## src/design/lf4_pkg.sv

```systemverilog
// Shared types and constants of the four-stage Laguerre filter.
package lf4_pkg;

  localparam int PRICE_W    = 32;
  localparam int DATA_W     = 32;
  localparam int ADDR_W     = 3;
  localparam int GAMMA_W    = 17;
  localparam int GAMMA_FRAC = 16;
  localparam logic [GAMMA_W-1:0] GAMMA_ONE = 17'h10000;
  localparam logic [GAMMA_W-1:0] GAMMA_RST = 17'h08000;

  // Register select: paddr bit 2 picks the register slot.
  localparam logic REG_GAMMA = 1'b0;

  // Shared multiplier: gamma by a 32-bit slice of the magnitude.
  localparam int MUL_W  = 32;
  localparam int PROD_W = GAMMA_W + MUL_W;

  // Division of the rounded sum by three, several quotient bits per cycle.
  localparam int DIV_W      = 35;
  localparam int DIV_STEP   = 7;
  localparam int DIV_CYCLES = DIV_W / DIV_STEP;
  localparam int DIV_CNT_W  = 3;

  localparam int STAGE_N     = 4;
  localparam int STAGE_IDX_W = 2;

  typedef enum logic [10:0] {
    ST_IDLE = 11'b000_0000_0001,
    ST_LOAD = 11'b000_0000_0010,
    ST_DIFF = 11'b000_0000_0100,
    ST_MLO  = 11'b000_0000_1000,
    ST_MHI  = 11'b000_0001_0000,
    ST_RND  = 11'b000_0010_0000,
    ST_UPD  = 11'b000_0100_0000,
    ST_FIN  = 11'b000_1000_0000,
    ST_PREP = 11'b001_0000_0000,
    ST_DIV  = 11'b010_0000_0000,
    ST_DONE = 11'b100_0000_0000
  } state_e;

  typedef struct packed {
    logic                   accept;
    logic                   load;
    logic                   diff;
    logic                   mul_lo;
    logic                   mul_hi;
    logic                   rnd;
    logic                   upd;
    logic                   fin;
    logic                   prep;
    logic                   div;
    logic                   done;
    logic [STAGE_IDX_W-1:0] stage;
  } cmd_t;

  typedef struct packed {
    logic med_zero;
    logic out_busy;
  } sts_t;

endpackage

```

## src/design/lf4_ctrl.sv

```systemverilog
// Sequencer of the Laguerre filter: walks each item through the datapath steps.
module lf4_ctrl (
  input  logic          clk_i,
  input  logic          rst_ni,
  input  logic          in_valid_i,
  output logic          in_stall_o,
  input  lf4_pkg::sts_t sts_i,
  output lf4_pkg::cmd_t cmd_o
);
  import lf4_pkg::*;

  state_e                 state_q, state_d;
  logic [STAGE_IDX_W-1:0] stage_q, stage_d;
  logic [DIV_CNT_W-1:0]   dcnt_q, dcnt_d;

  always_comb begin
    state_d = state_q;
    stage_d = stage_q;
    dcnt_d  = dcnt_q;
    cmd_o   = '0;
    cmd_o.stage = stage_q;
    unique case (state_q)
      ST_IDLE: begin
        if (in_valid_i) begin
          cmd_o.accept = 1'b1;
          state_d      = ST_LOAD;
        end
      end
      ST_LOAD: begin
        cmd_o.load = 1'b1;
        stage_d    = '0;
        state_d    = sts_i.med_zero ? ST_DONE : ST_DIFF;
      end
      ST_DIFF: begin
        cmd_o.diff = 1'b1;
        state_d    = ST_MLO;
      end
      ST_MLO: begin
        cmd_o.mul_lo = 1'b1;
        state_d      = ST_MHI;
      end
      ST_MHI: begin
        cmd_o.mul_hi = 1'b1;
        state_d      = ST_RND;
      end
      ST_RND: begin
        cmd_o.rnd = 1'b1;
        state_d   = ST_UPD;
      end
      ST_UPD: begin
        cmd_o.upd = 1'b1;
        if (stage_q == STAGE_IDX_W'(STAGE_N - 1)) begin
          state_d = ST_FIN;
        end else begin
          stage_d = stage_q + 1'b1;
          state_d = ST_DIFF;
        end
      end
      ST_FIN: begin
        cmd_o.fin = 1'b1;
        state_d   = ST_PREP;
      end
      ST_PREP: begin
        cmd_o.prep = 1'b1;
        dcnt_d     = '0;
        state_d    = ST_DIV;
      end
      ST_DIV: begin
        cmd_o.div = 1'b1;
        dcnt_d    = dcnt_q + 1'b1;
        if (dcnt_q == DIV_CNT_W'(DIV_CYCLES - 1)) begin
          state_d = ST_DONE;
        end
      end
      ST_DONE: begin
        // Hand the item over once the output register is free.
        if (!sts_i.out_busy) begin
          cmd_o.done = 1'b1;
          state_d    = ST_IDLE;
        end
      end
      default: begin
        state_d = ST_IDLE;
      end
    endcase
  end

  assign in_stall_o = (state_q != ST_IDLE);

  always_ff @(posedge clk_i or negedge rst_ni) begin
    if (!rst_ni) begin
      state_q <= ST_IDLE;
      stage_q <= '0;
      dcnt_q  <= '0;
    end else begin
      state_q <= state_d;
      stage_q <= stage_d;
      dcnt_q  <= dcnt_d;
    end
  end

endmodule

```

## src/design/lf4_dpath.sv

```systemverilog
// Datapath of the Laguerre filter: stage registers, shared multiplier, divider and output.
module lf4_dpath #(
  parameter int FRAC_BITS = 16
) (
  input  logic                          clk_i,
  input  logic                          rst_ni,
  input  lf4_pkg::cmd_t                 cmd_i,
  output lf4_pkg::sts_t                 sts_o,
  input  logic [lf4_pkg::GAMMA_W-1:0]   gamma_i,
  input  logic [lf4_pkg::PRICE_W-1:0]   price_high_i,
  input  logic [lf4_pkg::PRICE_W-1:0]   price_low_i,
  input  logic                          run_start_i,
  output logic                          out_valid_o,
  input  logic                          out_stall_i,
  output logic [lf4_pkg::PRICE_W-1:0]   filtered_o,
  output logic                          valid_res_o
);
  import lf4_pkg::*;

  localparam int STAGE_W = 34 + FRAC_BITS;
  localparam int PHI_W   = GAMMA_W + STAGE_W - MUL_W;
  localparam int FULL_W  = STAGE_W + GAMMA_W + 1;
  localparam int NEW_W   = STAGE_W + 2;
  localparam int SUM_W   = STAGE_W + 3;
  localparam int MED_W   = PRICE_W + 1;

  localparam logic [STAGE_W-1:0] STAGE_MAX = {1'b0, {(STAGE_W-1){1'b1}}};
  localparam logic [STAGE_W-1:0] STAGE_MIN = {1'b1, {(STAGE_W-1){1'b0}}};
  localparam logic [FULL_W-1:0]  RND_HALF  = FULL_W'(1) << (GAMMA_FRAC - 1);
  localparam logic [SUM_W-1:0]   SUM_BIAS  = SUM_W'(3) << FRAC_BITS;

  logic [STAGE_W-1:0] stage_q [STAGE_N];
  logic               seeded_q;
  logic [STAGE_W-1:0] price_q;
  logic               med_zero_q;
  logic [STAGE_W-1:0] base_q;
  logic [STAGE_W-1:0] up_q;
  logic               neg_q;
  logic [STAGE_W-1:0] mag_q;
  logic [PROD_W-1:0]  plo_q;
  logic [PHI_W-1:0]   phi_q;
  logic [STAGE_W:0]   r_q;
  logic [SUM_W-1:0]   sum_q;
  logic [DIV_W-1:0]   z_q;
  logic [DIV_W-1:0]   quo_q;
  logic [1:0]         rem_q;
  logic               vres_q;
  logic               out_valid_q;
  logic [PRICE_W-1:0] filtered_q;
  logic               valid_res_q;

  logic [MED_W-1:0]   med_sum;
  logic [STAGE_W:0]   diff;
  logic [STAGE_W-1:0] cur;
  logic [MUL_W-1:0]   mop;
  logic [PROD_W-1:0]  prod;
  logic [FULL_W-1:0]  full;
  logic [NEW_W-1:0]   base_ext;
  logic [NEW_W-1:0]   r_ext;
  logic [NEW_W-1:0]   nv;
  logic [STAGE_W-1:0] nv_sat;
  logic [SUM_W-1:0]   up_ext;
  logic [SUM_W-1:0]   sum_bias;
  logic               sum_pos;
  logic [DIV_W-1:0]   z_nx;
  logic [DIV_W-1:0]   quo_nx;
  logic [1:0]         rem_nx;
  logic [2:0]         rem3;

  assign med_sum = {1'b0, price_high_i} + {1'b0, price_low_i};
  assign cur     = stage_q[cmd_i.stage];
  assign diff    = {cur[STAGE_W-1], cur} - {up_q[STAGE_W-1], up_q};

  // One gamma multiplier serves both halves of the magnitude.
  assign mop  = cmd_i.mul_hi ? MUL_W'(mag_q[STAGE_W-1:MUL_W]) : mag_q[MUL_W-1:0];
  assign prod = PROD_W'(gamma_i) * PROD_W'(mop);

  // Round-to-nearest of gamma * magnitude, ties away from zero via the magnitude.
  assign full = (FULL_W'(phi_q) << MUL_W) + FULL_W'(plo_q) + RND_HALF;

  assign base_ext = {{2{base_q[STAGE_W-1]}}, base_q};
  assign r_ext    = {1'b0, r_q};
  assign nv       = neg_q ? (base_ext - r_ext) : (base_ext + r_ext);

  always_comb begin
    if (nv[NEW_W-1:STAGE_W-1] == '0 || nv[NEW_W-1:STAGE_W-1] == '1) begin
      nv_sat = nv[STAGE_W-1:0];
    end else if (nv[NEW_W-1]) begin
      nv_sat = STAGE_MIN;
    end else begin
      nv_sat = STAGE_MAX;
    end
  end

  assign up_ext   = {{3{up_q[STAGE_W-1]}}, up_q};
  assign sum_bias = sum_q + SUM_BIAS;
  assign sum_pos  = !sum_q[SUM_W-1] && (sum_q != '0);

  // Long division by three, a few quotient bits per cycle.
  always_comb begin
    z_nx   = z_q;
    quo_nx = quo_q;
    rem_nx = rem_q;
    rem3   = '0;
    for (int i = 0; i < DIV_STEP; i++) begin
      rem3 = {rem_nx, z_nx[DIV_W-1]};
      z_nx = {z_nx[DIV_W-2:0], 1'b0};
      if (rem3 >= 3'd3) begin
        rem3   = rem3 - 3'd3;
        quo_nx = {quo_nx[DIV_W-2:0], 1'b1};
      end else begin
        quo_nx = {quo_nx[DIV_W-2:0], 1'b0};
      end
      rem_nx = rem3[1:0];
    end
  end

  always_ff @(posedge clk_i or negedge rst_ni) begin
    if (!rst_ni) begin
      for (int i = 0; i < STAGE_N; i++) begin
        stage_q[i] <= '0;
      end
      seeded_q <= 1'b0;
    end else begin
      if (cmd_i.accept && run_start_i) begin
        seeded_q <= 1'b0;
      end
      if (cmd_i.load && !med_zero_q && !seeded_q) begin
        for (int i = 0; i < STAGE_N; i++) begin
          stage_q[i] <= price_q;
        end
        seeded_q <= 1'b1;
      end
      if (cmd_i.upd) begin
        stage_q[cmd_i.stage] <= nv_sat;
      end
    end
  end

  always_ff @(posedge clk_i) begin
    if (cmd_i.accept) begin
      price_q    <= STAGE_W'(med_sum) << (FRAC_BITS - 1);
      med_zero_q <= (med_sum == '0);
    end
    if (cmd_i.load) begin
      base_q <= price_q;
      up_q   <= price_q;
      sum_q  <= '0;
      z_q    <= '0;
      quo_q  <= '0;
      rem_q  <= '0;
      vres_q <= !med_zero_q;
    end
    if (cmd_i.diff) begin
      neg_q <= diff[STAGE_W];
      mag_q <= diff[STAGE_W] ? STAGE_W'(-diff) : diff[STAGE_W-1:0];
      // The previous stage's new value enters the weighted sum here.
      if (cmd_i.stage == STAGE_IDX_W'(1)) begin
        sum_q <= sum_q + up_ext;
      end else if (cmd_i.stage != '0) begin
        sum_q <= sum_q + (up_ext << 1);
      end
    end
    if (cmd_i.mul_lo) begin
      plo_q <= prod;
    end
    if (cmd_i.mul_hi) begin
      phi_q <= prod[PHI_W-1:0];
    end
    if (cmd_i.rnd) begin
      r_q <= full[STAGE_W+GAMMA_FRAC:GAMMA_FRAC];
    end
    if (cmd_i.upd) begin
      base_q <= cur;
      up_q   <= nv_sat;
    end
    if (cmd_i.fin) begin
      sum_q <= sum_q + up_ext;
    end
    if (cmd_i.prep) begin
      z_q <= sum_pos ? sum_bias[FRAC_BITS+DIV_W:FRAC_BITS+1] : '0;
    end
    if (cmd_i.div) begin
      z_q   <= z_nx;
      quo_q <= quo_nx;
      rem_q <= rem_nx;
    end
    if (cmd_i.done) begin
      filtered_q  <= (quo_q[DIV_W-1:PRICE_W] != '0) ? '1 : quo_q[PRICE_W-1:0];
      valid_res_q <= vres_q;
    end
  end

  always_ff @(posedge clk_i or negedge rst_ni) begin
    if (!rst_ni) begin
      out_valid_q <= 1'b0;
    end else if (cmd_i.done) begin
      out_valid_q <= 1'b1;
    end else if (!out_stall_i) begin
      out_valid_q <= 1'b0;
    end
  end

  assign sts_o.med_zero = med_zero_q;
  assign sts_o.out_busy = out_valid_q && out_stall_i;
  assign out_valid_o    = out_valid_q;
  assign filtered_o     = filtered_q;
  assign valid_res_o    = valid_res_q;

endmodule

```

## src/design/laguerre_filter_four_stage_unit.sv

```systemverilog
// Top level of the four-stage Laguerre filter: register port, sequencer and datapath.
// Each item (one bar) is loaded, then the four stages run one after another through a
// single 17x32 gamma multiplier (difference, two partial products, rounding, update),
// the weighted sum is completed, the divide by three retires seven quotient bits a
// cycle, and the item is handed over. A bar whose high and low are both zero goes from
// loading straight to hand-over with valid_res low. The result sits in an output
// register, so the next item is accepted while the previous result still waits. Gamma
// is written over the APB port at address 0; the user must write it only while the
// block is idle, which the block itself does not enforce; values above 1.0 act as 1.0.
module laguerre_filter_four_stage_unit #(
  parameter int FRAC_BITS = 16
) (
  input  logic                          clk_i,
  input  logic                          rst_ni,
  input  logic                          psel,
  input  logic                          penable,
  input  logic                          pwrite,
  input  logic [lf4_pkg::ADDR_W-1:0]    paddr,
  input  logic [lf4_pkg::DATA_W-1:0]    pwdata,
  output logic [lf4_pkg::DATA_W-1:0]    prdata,
  output logic                          pready,
  input  logic                          in_valid_i,
  output logic                          in_stall_o,
  input  logic [lf4_pkg::PRICE_W-1:0]   price_high_i,
  input  logic [lf4_pkg::PRICE_W-1:0]   price_low_i,
  input  logic                          run_start_i,
  output logic                          out_valid_o,
  input  logic                          out_stall_i,
  output logic [lf4_pkg::PRICE_W-1:0]   filtered_o,
  output logic                          valid_res_o
);
  import lf4_pkg::*;

  logic [GAMMA_W-1:0] gamma_q;
  logic [GAMMA_W-1:0] gamma_eff;
  logic               cfg_wr;
  cmd_t               cmd;
  sts_t               sts;

  assign pready = 1'b1;
  assign cfg_wr = psel && penable && pwrite && pready && (paddr[2] == REG_GAMMA);

  always_ff @(posedge clk_i or negedge rst_ni) begin
    if (!rst_ni) begin
      gamma_q <= GAMMA_RST;
    end else if (cfg_wr) begin
      gamma_q <= pwdata[GAMMA_W-1:0];
    end
  end

  assign prdata    = (paddr[2] == REG_GAMMA) ? DATA_W'(gamma_q) : '0;
  assign gamma_eff = (gamma_q > GAMMA_ONE) ? GAMMA_ONE : gamma_q;

  lf4_ctrl u_ctrl (
    .clk_i      (clk_i),
    .rst_ni     (rst_ni),
    .in_valid_i (in_valid_i),
    .in_stall_o (in_stall_o),
    .sts_i      (sts),
    .cmd_o      (cmd)
  );

  lf4_dpath #(
    .FRAC_BITS (FRAC_BITS)
  ) u_dpath (
    .clk_i        (clk_i),
    .rst_ni       (rst_ni),
    .cmd_i        (cmd),
    .sts_o        (sts),
    .gamma_i      (gamma_eff),
    .price_high_i (price_high_i),
    .price_low_i  (price_low_i),
    .run_start_i  (run_start_i),
    .out_valid_o  (out_valid_o),
    .out_stall_i  (out_stall_i),
    .filtered_o   (filtered_o),
    .valid_res_o  (valid_res_o)
  );

endmodule

```

## config.mk

```make
export PLATFORM = sky130hd
export DESIGN_NAME = laguerre_filter_four_stage_unit
export DESIGN_NICKNAME = d
export VERILOG_FILES = /design/src/design/lf4_pkg.sv /design/src/design/lf4_ctrl.sv /design/src/design/lf4_dpath.sv /design/src/design/laguerre_filter_four_stage_unit.sv
export SDC_FILE = /design/constraint.sdc
export NUM_CORES = 2
export LEC_CHECK = 0
export BUFFER_PORTS_ARGS = -buffer_cell sky130_fd_sc_hd__buf_4
export CAP_MARGIN = 30
export CORE_MARGIN = 10
export CORE_UTILIZATION = 50
export CTS_CLUSTER_DIAMETER = 80
export DETAILED_ROUTE_END_ITERATION = 16
export MAX_ROUTING_LAYER = met4
export PLACE_DENSITY_LB_ADDON = 0.1
export SLEW_MARGIN = 5
export SYNTH_ARGS = -nofsm -noshare
export SYNTH_HDL_FRONTEND = slang
export SYNTH_SLANG_ARGS = --single-unit
```

## constraint.sdc

```tcl
create_clock -name clk_i -period 11.4 [get_ports clk_i]
set_input_delay 0.57 -clock clk_i [delete_from_list [all_inputs] [get_ports clk_i]]
set_output_delay 0.57 -clock clk_i [all_outputs]
set_load 0.01 [all_outputs]
```

==> results.sh <==
export IMPL_period_minus_slack_ns=9.937
export IMPL_drt_pass1_iter_count=6
export IMPL_via_per_inst=5.981
export IMPL_track_usage_pct=29.96
export IMPL_critPathRequiredTime_ns=11.85
export IMPL_synth_edff_count=405
export IMPL_fin_tns_setup_ns=0
export IMPL_path_buf_inv=5
export IMPL_grt_overflow_total=0
export IMPL_max_freq_mhz=100.6
export IMPL_synth_simple_gate_area_share_pct=18.28
export IMPL_grt_pass1_wl_um=315200
export IMPL_met2_usage_pct=44.72
export IMPL_ctsHoldBuffers=1
export IMPL_rsz0062_at_grt="false"
export IMPL_finalCritPeriodShare_pct=87.17
export IMPL_arrival_ns=10.39
export IMPL_numPortBuffers=141
export IMPL_use_met3_pct=6.620
export IMPL_worstSetupStartpointType="register"
export IMPL_tritoncts="done"
export IMPL_drt_iter0_drc=5016
export IMPL_grt_antenna_before_repair=6
export IMPL_synth_ff_type="edfxtp_1"
export IMPL_drc=0
export IMPL_hold_viol_final=0
export IMPL_grt_pass1_vias=50990
export IMPL_final_layout_size_suffix_gt1_share_pct=7.395
export IMPL_end_kind="register"
export IMPL_htree_num_levels=3
export IMPL_start_util_pct=50.18
export IMPL_ff_latch_area_mm2=0.01923
export IMPL_synth_cell_types=101
export IMPL_yosysWarnings=0
export IMPL_setup_viol=0
export IMPL_final_nets=7943
export IMPL_grt_start_max_net_pins=172
export IMPL_maxSlewHeadroom_pct=20.90
export IMPL_synth_adder_area_share_pct=22.27
export IMPL_slew_viol_final=0
export IMPL_hpwl_um=159100
export IMPL_clkTransAtPathRegs_ns=0.06
export IMPL_synth_cells=6984
export IMPL_fin_worst_skew_ns=0.04690
export IMPL_synth_avg_cell_area_um2=8.998
export IMPL_via_count=52110
export IMPL_use_met1_pct=40.14
export IMPL_path_class="reg2reg"
export IMPL_fillers=11450
export IMPL_clock_sinks=699
export IMPL_synthTopCellsByArea="edfxtp_1 (19%), fa_1 (14%), dfrtp_1 (9.3%), ha_1 (7.8%), nand2_1 (6.0%)"
export IMPL_synth_area_mm2=0.06284
export IMPL_cts_buffers=82
export IMPL_clk_latency_ns=0.72
export IMPL_cp_max_fo=54
export IMPL_root_buffer="clkbuf_16"
export IMPL_multi_input_area_mm2=0.03977
export IMPL_drt_wl_total_um=207900
export IMPL_async_reset_ff_share_pct=33.62
export IMPL_synthMuxAreaShare_pct=2.694
export IMPL_maxCapViolCount=0
export IMPL_post_cts_buffers=0
export IMPL_busiest_layer="met2"
export IMPL_worst_pin_slew_ns=1.187
export IMPL_slowest_delay_ns=0.57
export IMPL_post_cts_resized=0
export IMPL_synth_top_area_share_pct=19.35
export IMPL_crit_slowest_cell="buf_4"
export IMPL_clock_path_buffers=3
export IMPL_crit_top_cell="fa_1"
export IMPL_hold_path_class="in2reg"
export IMPL_synth_top_family_by_area="adder cells"
export IMPL_yosysTopAreaCell="edfxtp_1"
export IMPL_path_delay_family="adder cells"
export IMPL_synth_xor_area_share_pct=5.728
export IMPL_place_gp_congestion=0.9809
export IMPL_final_cell_mix="nand2_1 (1008), inv_1 (715), a21oi_1 (509), nor2_1 (470), fa_1 (454)"
export IMPL_ant_nets=0
export IMPL_ios=175
export IMPL_dieArea_mm2=0.1403
export IMPL_synth_compound_area_share_pct=14.03
export IMPL_final_common_cell="nand2_1"
export IMPL_die_w_um=374.5
export IMPL_ys_seq_area_share_pct=30.59
export IMPL_core_area_mm2=0.1252
export IMPL_std_cell_rows=130
export IMPL_wl_per_cell_um=23.86
export IMPL_finalCoreUtilization_pct=54.76
export IMPL_status="finished, final reports clean"
export IMPL_area_delta_synth_final_pct=9.139
export IMPL_synth_seq_cells=699
export IMPL_die_h_um=374.5
## layout make-up
| type | count | area share (%) |
|---|---|---|
| Antenna cell | 3 | 0.01095 |
| Multi-Input combinational cell | 5253 | 57.99 |
| Clock buffer | 98 | 3.214 |
| Tap cell | 1650 | 3.010 |
| Clock inverter | 55 | 1.049 |
| Timing Repair Buffer | 237 | 2.762 |
| Inverter | 717 | 3.924 |
| Sequential cell | 699 | 28.04 |
## routing by layer
metal / part of all wire [%] / vias to the layer above
li1: - / 23850
met1: 43 / 25690
met2: 44 / 2197
met3: 9.1 / 364
met4: 4.0 / 0
met5: 0 / -
## Yosys cell counts, drive strengths merged, types with 11 or more instances
cell type / count
clkbuf: 275
mux2i: 33
nor4: 38
nand2: 1014
o31a: 14
o21ai: 290
o21bai: 46
a31oi: 42
mux2: 21
nand3: 232
ha: 392
a2111oi: 11
a22oi: 30
or3: 22
a21oi: 515
a221o: 12
and2: 127
nor2: 472
o31ai: 28
edfxtp: 405
o211ai: 19
dfxtp: 59
nor3b: 19
o22ai: 26
nand2b: 80
and3: 172
or4: 12
inv: 717
xor2: 143
nor3: 87
fa: 454
dfrtp: 233
a21boi: 14
buf: 54
mux4: 50
a211o: 14
and4: 13
xnor2: 268
o21a: 53
nand4: 59
or2: 15
nor2b: 72
a211oi: 35
a21o: 158
## registers in the layout (all words and copies together) (netlist names), 50 cells and up
signal,cells
u_dpath.base_q,50
u_dpath.mag_q,50
u_dpath.r_q,51
u_dpath.stage_q,200
u_dpath.sum_q,53
u_dpath.up_q,50
## stage by stage
stage                     hold slack [ns]  setup slack, ns  std cells  instance area (um2)
after floorplan                    0.2744            2.014       6998                62900
after global placement             0.4175            1.621       8536                65410
after detailed placement           0.4287            1.538       8548                65560
after CTS                        0.007260            1.460       8702                68500
after global routing              0.02746           0.8856       8711                68580
final                             0.05029            1.463       8712                68590
## cells by family after synthesis
group                      after synthesis
other                                    2
AOI/OAI and AO/OA                     1412
muxes                                  104
buffers and inverters                 1046
xor gates and xnor gates               411
adders and majority gates              846
and+or+nand+nor                       2464
DFF                                    699
## path summary, 6_finish.rpt
kind / cells past startpoint / start / end / slack [ns]
min: 2 / in_valid_i / u_ctrl.state_q[0] / 0.05
max: 31 / u_ctrl.state_q[8] / u_dpath.plo_q[45] / 1.46
min in group asynchronous: 2 / rst_ni / u_dpath.out_valid_o / 0.45
max in group asynchronous: 3 / rst_ni / u_dpath.stage_q[137] / 9.39
max reg2reg: 31 / u_ctrl.state_q[8] / u_dpath.plo_q[45] / 1.46
min reg2reg: 0 / u_dpath.vres_q / u_dpath.valid_res_o / 0.44
Power is left out: the tool's default activity adds up to more than one toggle a clock period on the data nets, which glitch-free logic cannot reach.
